$ cat config.mk
export PLATFORM = sky130hd
export DESIGN_NAME = reorder_buffer_unit_flat
export DESIGN_NICKNAME = d
export VERILOG_FILES = /design/src/rtl/core/rob_pkg.sv /design/src/rtl/core/rob_stream_if.sv /design/src/rtl/core/reorder_buffer_unit.sv /design/src/flat_wrapper.sv
export SDC_FILE = /design/constraint.sdc
export NUM_CORES = 1
export LEC_CHECK = 0
export ABC_AREA = 1
export BUFFER_PORTS_ARGS = -buffer_cell sky130_fd_sc_hd__buf_2
export CAP_MARGIN = 30
export CORE_AREA = 2 2 39 41
export DETAILED_ROUTE_END_ITERATION = 7
export DIE_AREA = 0 0 41 43
export SLEW_MARGIN = 40
export SYNTH_ARGS = -nofsm -noshare
export SYNTH_HDL_FRONTEND = slang
export SYNTH_SLANG_ARGS = --single-unit
$ cat constraint.sdc
create_clock -name clock -period 3.4 [get_ports clock]
set_input_delay 0.85 -clock clock [delete_from_list [all_inputs] [get_ports clock]]
set_output_delay 0.85 -clock clock [all_outputs]
set_load 0.01 [all_outputs]
$ cat src/rtl/core/rob_pkg.sv
package rob_pkg;

   localparam int DEFAULT_CAPACITY      = 16;
   localparam int DEFAULT_PHYS_REG_BITS = 6;

   // Widths of the fields on the channels, fixed whatever the parameters.
   localparam int TAG_BITS      = 16;
   localparam int REG_PORT_BITS = 6;
   localparam int VALUE_BITS    = 32;
   // Wide enough for any register number the parameter range allows.
   localparam int REG_EXT_BITS  = 8;

   typedef enum logic [1:0] {
      OP_DISPATCH  = 2'd0,
      OP_WRITEBACK = 2'd1,
      OP_RETIRE    = 2'd2
   } opcode_type;

   typedef struct packed {
      logic [1:0]                      opcode;
      logic [TAG_BITS-1:0]             inst_tag;
      logic [REG_PORT_BITS-1:0]        phys_reg;
      logic                            done_at_dispatch;
      logic signed [VALUE_BITS-1:0]    result_value;
   } req_payload_type;

   typedef struct packed {
      logic                            accepted;
      logic [TAG_BITS-1:0]             retired_tag;
      logic [REG_PORT_BITS-1:0]        retired_reg;
      logic signed [VALUE_BITS-1:0]    retired_value;
      logic                            retired_done;
      logic                            head_done;
      logic                            is_full;
      logic                            has_entries;
   } rsp_payload_type;

endpackage

$ cat src/rtl/core/rob_stream_if.sv
interface rob_stream_if #(
   parameter type payload_type = logic
);
   logic        valid;
   logic        ready;
   payload_type data;

   modport source (output valid, output data, input ready);
   modport sink   (input valid, input data, output ready);
endinterface

$ cat src/rtl/core/reorder_buffer_unit.sv
// Reorder buffer: a circular queue of CAPACITY entries with parallel writeback match.
// req_chan carries one request per handshake: dispatch (allocate the tail entry),
// writeback (every allocated, not yet done entry whose register matches takes the
// value) or retire (pop the head entry, done or not).
// rsp_chan returns exactly one response per request, carrying the acceptance flag,
// the popped entry (zero when nothing was popped) and the full, non-empty and
// head-done status after the request.
// A request is captured in the input register; once the response register can advance,
// the entry flip-flops are updated and the response register loaded from it.
// Throughput is one request per cycle while the receiver keeps taking responses; the
// single pass over the entry flip-flops, with one comparator per entry, sets that figure.
// When the receiver stalls, the response register holds its contents, the captured
// request waits in the input register and req_chan.ready falls until the response
// is taken.
// A synchronous reset empties the buffer, clears every done and allocated mark and
// drops both registers; the entry data themselves are not cleared.
module reorder_buffer_unit #(
   parameter int CAPACITY      = rob_pkg::DEFAULT_CAPACITY,
   parameter int PHYS_REG_BITS = rob_pkg::DEFAULT_PHYS_REG_BITS
) (
   input logic          clock,
   input logic          reset,
   rob_stream_if.sink   req_chan,
   rob_stream_if.source rsp_chan
);

   localparam int PtrW = $clog2(CAPACITY);
   localparam int OccW = $clog2(CAPACITY + 1);
   localparam logic [PtrW-1:0] LastPtr = PtrW'(CAPACITY - 1);
   localparam logic [OccW-1:0] FullOcc = OccW'(CAPACITY);

   rob_pkg::req_payload_type req_ff;
   logic                     req_valid_ff;
   rob_pkg::rsp_payload_type rsp_ff, rsp_in;
   logic                     rsp_valid_ff;

   logic [rob_pkg::TAG_BITS-1:0]          tag_ff   [CAPACITY];
   logic [PHYS_REG_BITS-1:0]              reg_ff   [CAPACITY];
   logic [rob_pkg::VALUE_BITS-1:0]        value_ff [CAPACITY];
   logic [CAPACITY-1:0]                   done_ff, done_in;
   logic [CAPACITY-1:0]                   busy_ff, busy_in;
   logic [CAPACITY-1:0]                   wb_hit;
   logic [PtrW-1:0]                       head_ff, head_in, tail_ff, tail_in;
   logic [OccW-1:0]                       occ_ff, occ_in;

   logic                      advance;
   logic                      fire;
   logic                      do_dispatch, do_retire, do_writeback;
   logic [PHYS_REG_BITS-1:0]  req_reg;
   logic [rob_pkg::REG_EXT_BITS-1:0] req_reg_ext, head_reg_ext;

   // The response register is free or is being emptied in this cycle.
   assign advance        = !rsp_valid_ff || rsp_chan.ready;
   assign fire           = req_valid_ff && advance;
   assign req_chan.ready = !req_valid_ff || advance;
   assign rsp_chan.valid = rsp_valid_ff;
   assign rsp_chan.data  = rsp_ff;

   assign req_reg_ext  = {{(rob_pkg::REG_EXT_BITS - rob_pkg::REG_PORT_BITS){1'b0}},
                          req_ff.phys_reg};
   assign req_reg      = req_reg_ext[PHYS_REG_BITS-1:0];
   assign head_reg_ext = {{(rob_pkg::REG_EXT_BITS - PHYS_REG_BITS){1'b0}}, reg_ff[head_ff]};

   always_comb begin
      do_dispatch  = 1'b0;
      do_writeback = 1'b0;
      do_retire    = 1'b0;
      unique case (req_ff.opcode)
         rob_pkg::OP_DISPATCH:  do_dispatch  = fire && (occ_ff != FullOcc);
         rob_pkg::OP_WRITEBACK: do_writeback = fire;
         rob_pkg::OP_RETIRE:    do_retire    = fire && (occ_ff != '0);
         default: begin
         end
      endcase
   end

   always_comb begin
      busy_in = busy_ff;
      done_in = done_ff;
      head_in = head_ff;
      tail_in = tail_ff;
      occ_in  = occ_ff;
      for (int i = 0; i < CAPACITY; i++) begin
         wb_hit[i] = do_writeback && busy_ff[i] && !done_ff[i] && (reg_ff[i] == req_reg);
         if (wb_hit[i]) begin
            done_in[i] = 1'b1;
         end
      end
      if (do_dispatch) begin
         busy_in[tail_ff] = 1'b1;
         done_in[tail_ff] = req_ff.done_at_dispatch;
         tail_in          = (tail_ff == LastPtr) ? '0 : tail_ff + 1'b1;
         occ_in           = occ_ff + 1'b1;
      end
      if (do_retire) begin
         busy_in[head_ff] = 1'b0;
         head_in          = (head_ff == LastPtr) ? '0 : head_ff + 1'b1;
         occ_in           = occ_ff - 1'b1;
      end

      rsp_in               = '0;
      rsp_in.accepted      = do_dispatch || do_writeback || do_retire;
      if (do_retire) begin
         rsp_in.retired_tag   = tag_ff[head_ff];
         rsp_in.retired_reg   = head_reg_ext[rob_pkg::REG_PORT_BITS-1:0];
         rsp_in.retired_value = value_ff[head_ff];
         rsp_in.retired_done  = done_ff[head_ff];
      end
      rsp_in.head_done     = (occ_in != '0) && done_in[head_in];
      rsp_in.is_full       = (occ_in == FullOcc);
      rsp_in.has_entries   = (occ_in != '0);
   end

   always_ff @(posedge clock) begin
      if (reset) begin
         req_valid_ff <= 1'b0;
         rsp_valid_ff <= 1'b0;
         busy_ff      <= '0;
         done_ff      <= '0;
         head_ff      <= '0;
         tail_ff      <= '0;
         occ_ff       <= '0;
      end else begin
         if (req_chan.ready) begin
            req_valid_ff <= req_chan.valid;
         end
         if (advance) begin
            rsp_valid_ff <= req_valid_ff;
         end
         busy_ff <= busy_in;
         done_ff <= done_in;
         head_ff <= head_in;
         tail_ff <= tail_in;
         occ_ff  <= occ_in;
      end
   end

   always_ff @(posedge clock) begin
      if (req_chan.ready) begin
         req_ff <= req_chan.data;
      end
      if (fire) begin
         rsp_ff <= rsp_in;
      end
      if (do_dispatch) begin
         tag_ff[tail_ff] <= req_ff.inst_tag;
         reg_ff[tail_ff] <= req_reg;
      end
      for (int i = 0; i < CAPACITY; i++) begin
         if (wb_hit[i]) begin
            value_ff[i] <= req_ff.result_value;
         end
      end
   end

   // The allocated marks always agree with the occupancy count.
   assert property (@(posedge clock) disable iff (reset)
      $countones(busy_ff) == 32'(occ_ff))
      else $error("allocated marks disagree with occupancy");

   assert property (@(posedge clock) disable iff (reset)
      occ_ff <= FullOcc)
      else $error("occupancy beyond capacity");

   // Equal pointers mean an empty or a full buffer.
   assert property (@(posedge clock) disable iff (reset)
      (head_ff == tail_ff) |-> (occ_ff == '0 || occ_ff == FullOcc))
      else $error("pointers disagree with occupancy");

   // A response can only be loaded from a captured request.
   assert property (@(posedge clock) disable iff (reset)
      (!req_valid_ff && advance) |=> !rsp_valid_ff)
      else $error("response without a request");

endmodule
$ cat src/flat_wrapper.sv
// flat-port wrapper written by rule: the top's interface ports become plain ports
module reorder_buffer_unit_flat 
#(
   parameter int CAPACITY      = rob_pkg::DEFAULT_CAPACITY,
   parameter int PHYS_REG_BITS = rob_pkg::DEFAULT_PHYS_REG_BITS
)
  (clock, reset, req_chan_valid, req_chan_data, req_chan_ready, rsp_chan_valid, rsp_chan_data, rsp_chan_ready);
  rob_stream_if req_chan_i ();
  rob_stream_if rsp_chan_i ();
  input logic clock;
  input logic reset;
  input wire logic [$bits(req_chan_i.valid)-1:0] req_chan_valid;
  input wire logic [$bits(req_chan_i.data)-1:0] req_chan_data;
  output wire logic [$bits(req_chan_i.ready)-1:0] req_chan_ready;
  output wire logic [$bits(rsp_chan_i.valid)-1:0] rsp_chan_valid;
  output wire logic [$bits(rsp_chan_i.data)-1:0] rsp_chan_data;
  input wire logic [$bits(rsp_chan_i.ready)-1:0] rsp_chan_ready;
  assign req_chan_i.valid = req_chan_valid;
  assign req_chan_i.data = req_chan_data;
  assign req_chan_ready = req_chan_i.ready;
  assign rsp_chan_valid = rsp_chan_i.valid;
  assign rsp_chan_data = rsp_chan_i.data;
  assign rsp_chan_i.ready = rsp_chan_ready;
  reorder_buffer_unit #(.CAPACITY(CAPACITY), .PHYS_REG_BITS(PHYS_REG_BITS)) u_core (.clock(clock), .reset(reset), .req_chan(req_chan_i), .rsp_chan(rsp_chan_i));
endmodule
==> reports/metrics.yaml <==
sta:
  finalClockSkew_ns: 0.0125
  slew_violations: 0
  hold_viol: 0
  clock.fmax_mhz: 462
  worst_hold_slack_ns: 0.475
  setup_viol_count_final: 0
  period_needed_ns: 2.16
  fin_crit_sh_pct: 63.7
  rsz0062_at_grt: "no"
  maxSlewHeadroom_pct: 81.4
  fin_setup_tns_ns: 0
  worstMarginPinSlew_ns: 0.279
  setup_ws_ns: 1.24
route:
  drc: 0
  wirelength_um: 815
  first_pass_iters: 4
  antenna_left: 0
  via_count: 395
  dr.first_iter.drc_count: 4
  drt-wirelength-per-cell_um: 9.37
  viasPerCell: 4.54
critical_path:
  max_stage_delay_ns: 0.15
  crit_path_top_delay_cell: "buf_2"
  r2r_start: "u_core.occ_ff[0]"
  startpoint_type: "primary input"
  cp.depth: 4
  crit_family: "buffers and inverters"
  cp-end-kind: "output pin"
  cpMostUsedCell: "buf_2"
  worst-r2r-cell-count: 10
  crit_chain: "buf_2 -> inv_1 -> nand3_1 -> buf_2"
  cp.required_ns: 2.55
  rr_endpoint: "u_core.rsp_chan.data"
  worst-path-buf-inv: 3
  crit_type: "in2out"
  worstPathArrival_ns: 1.31
  crit_fanout: 3
  r2r_slack_ns: 1.92
global_routing:
  grt_pass1_wl_mm: 1.44
  antenna_found_initial: 0
  grt_pass1_vias: 377
  grt_use_total_pct: 12.1
  grt_overflow: 0
  grt_max_degree: 8
clocking:
  cts_root_buffer: "clkbuf_4"
  cts.sinks: 8
  cts.htree.levels: 1
  cts_setup_buffers: 0
  clk_latency_ns: 0.26
  clockBufferDepth: 2
  holdBufCountCts: 0
  cts_resized: 0
  cts_tree: "yes"
  cts_buffers: 3
  path_clk_slew_ns: 0.06
min_path:
  hold_path.class: "reg2reg"
  min_path_cells: 2
  whs_endpoint: "u_core.rsp_chan.valid"
  min-delay-start: "u_core.req_valid_ff"
power_and_ir_drop:
  ir_drop_uv: 235
  power_w: 0.000209
  powerDensity_mw_per_mm2: 401
  p_leak_nw: 0.258
yosys:
  async_flop_share_pct: 0
  synth_commonest_cells: "18 x nand2_1, 7 x dfxtp_1, 7 x inv_1"
  synth_area_leaders: "dfxtp_1 31%, nand2_1 15%, edfxtp_1 6.6%, inv_1 5.8%, a21oi_1 5.5%"
  netlist_area_um2: 455
  synth_top_area_share_pct: 30.8
  synth_edf_count: 1
  synthDistinctLibCells: 17
  synth_seq_area_share_pct: 37.4
  synth_top_flop_cell: "dfxtp_1"
  yosysMostFrequentCell: "nand2_1"
  synth-seq-cells: 8
  synth_nets: 69
  yosys_warnings: 0
  synthCells: 62
  synth.avg_cell_area_um2: 7.35
  yosys.area.top_type: "dfxtp_1"
floorplanning:
  initial_core_util_pct: 32.9
  io_pins: 8
  fp.dieW_um: 41
  rows: 14
  die-area_mm2: 0.00176
  die-height_um: 43
  coreArea_mm2: 0.00138
job:
  maxCapViolCount: 0
layout:
  drive_gt1_share_pct: 25.4
  syn2layout_area_growth_pct: 14.3
  final_cell_count_no_fill: 87
  diodes: 0
  nets: 79
placed_design:
  io_buffers: 6
  preCtsSetupSlack_ns: 1.24
  dp_hpwl_um: 607
  gp_congestion: 0.676
  dp.cells: 83
run_status:
  outcome: "complete, no violations"
-- metal layers --
metal	GRT usage, %	vias up	routed length (µm)
met5	0	-	0
met4	4.00	0	9
met3	6.28	2	30
met2	16.6	6	364
met1	16.0	175	411
li1	-	212	-
-- through the flow --
stage	area [µm²]	utilization, %
after floorplan	455	-
after global placement	494	35.7
after detailed placement	494	35.7
after CTS	520	37.6
after global routing	520	37.6
final	520	37.6
-- sequential cells by signal (all words and copies together), names as in the netlist --
register / flops
u_core.rsp_chan.valid: 1
u_core.rsp_chan.data: 1
u_core.req_valid_ff: 1
u_core.occ_ff: 5
-- how the worst max path moves through the flow --
stage | startpoint | end
final | rsp_chan_ready | req_chan_ready
after global routing | rsp_chan_ready | req_chan_ready
after CTS | rsp_chan_ready | req_chan_ready
after detailed placement | rsp_chan_ready | req_chan_ready
after global placement | rsp_chan_ready | req_chan_ready
after floorplan | rsp_chan_ready | req_chan_ready
-- layout by cell type (no fill, tap or decap) --
master    count
a21oi_1       5
edfxtp_1      1
nand3_1       4
nor2_2        1
buf_2         6
clkbuf_1      1
inv_2         2
nand2_4       1
nand2_1      18
nand4_1       2
nand2_2       4
xor2_1        1
nor2_1        4
dfxtp_1       7
clkbuf_4      3
nand3b_1      1
inv_1         7
a21oi_4       1
ha_1          2
-- cell families (layout without fill, tap and decap cells) --
group	Yosys count	in the layout	synth area share, %
compound gates	6	6	9.07
xor+xnor	1	1	1.92
fa+ha+maj	2	2	5.49
buf+inv	10	19	9.89
flops	8	8	37.4
simple gates	35	35	36.3
-- worst min-delay path: stages, from the launching register on --
cell     delay, ns
dfxtp_1       0.31
inv_2         0.07
a21oi_1       0.06
-- report_power, final --
part	leakage [nW]	internal [W]	switching, W	total [W]
Clock	0.0150	0.0000451	0.0000356	0.0000807
Combinational	0.177	0.00000936	0.0000145	0.0000238
Sequential	0.0665	0.000100	0.00000397	0.000104
Total	0.258	0.000155	0.0000541	0.000209
-- layout make-up --
| cell class | count | area, µm² |
|---|---|---|
| multi-input cells | 44 | 240 |
| repair buffers | 6 | 30.0 |
| fillers | 155 | 863 |
| clock buffers | 4 | 26.3 |
| flip-flops and latches | 8 | 170 |
| well taps | 16 | 20.0 |
| inverters | 9 | 33.8 |
Note: power is estimated with default switching activity, not from simulation.
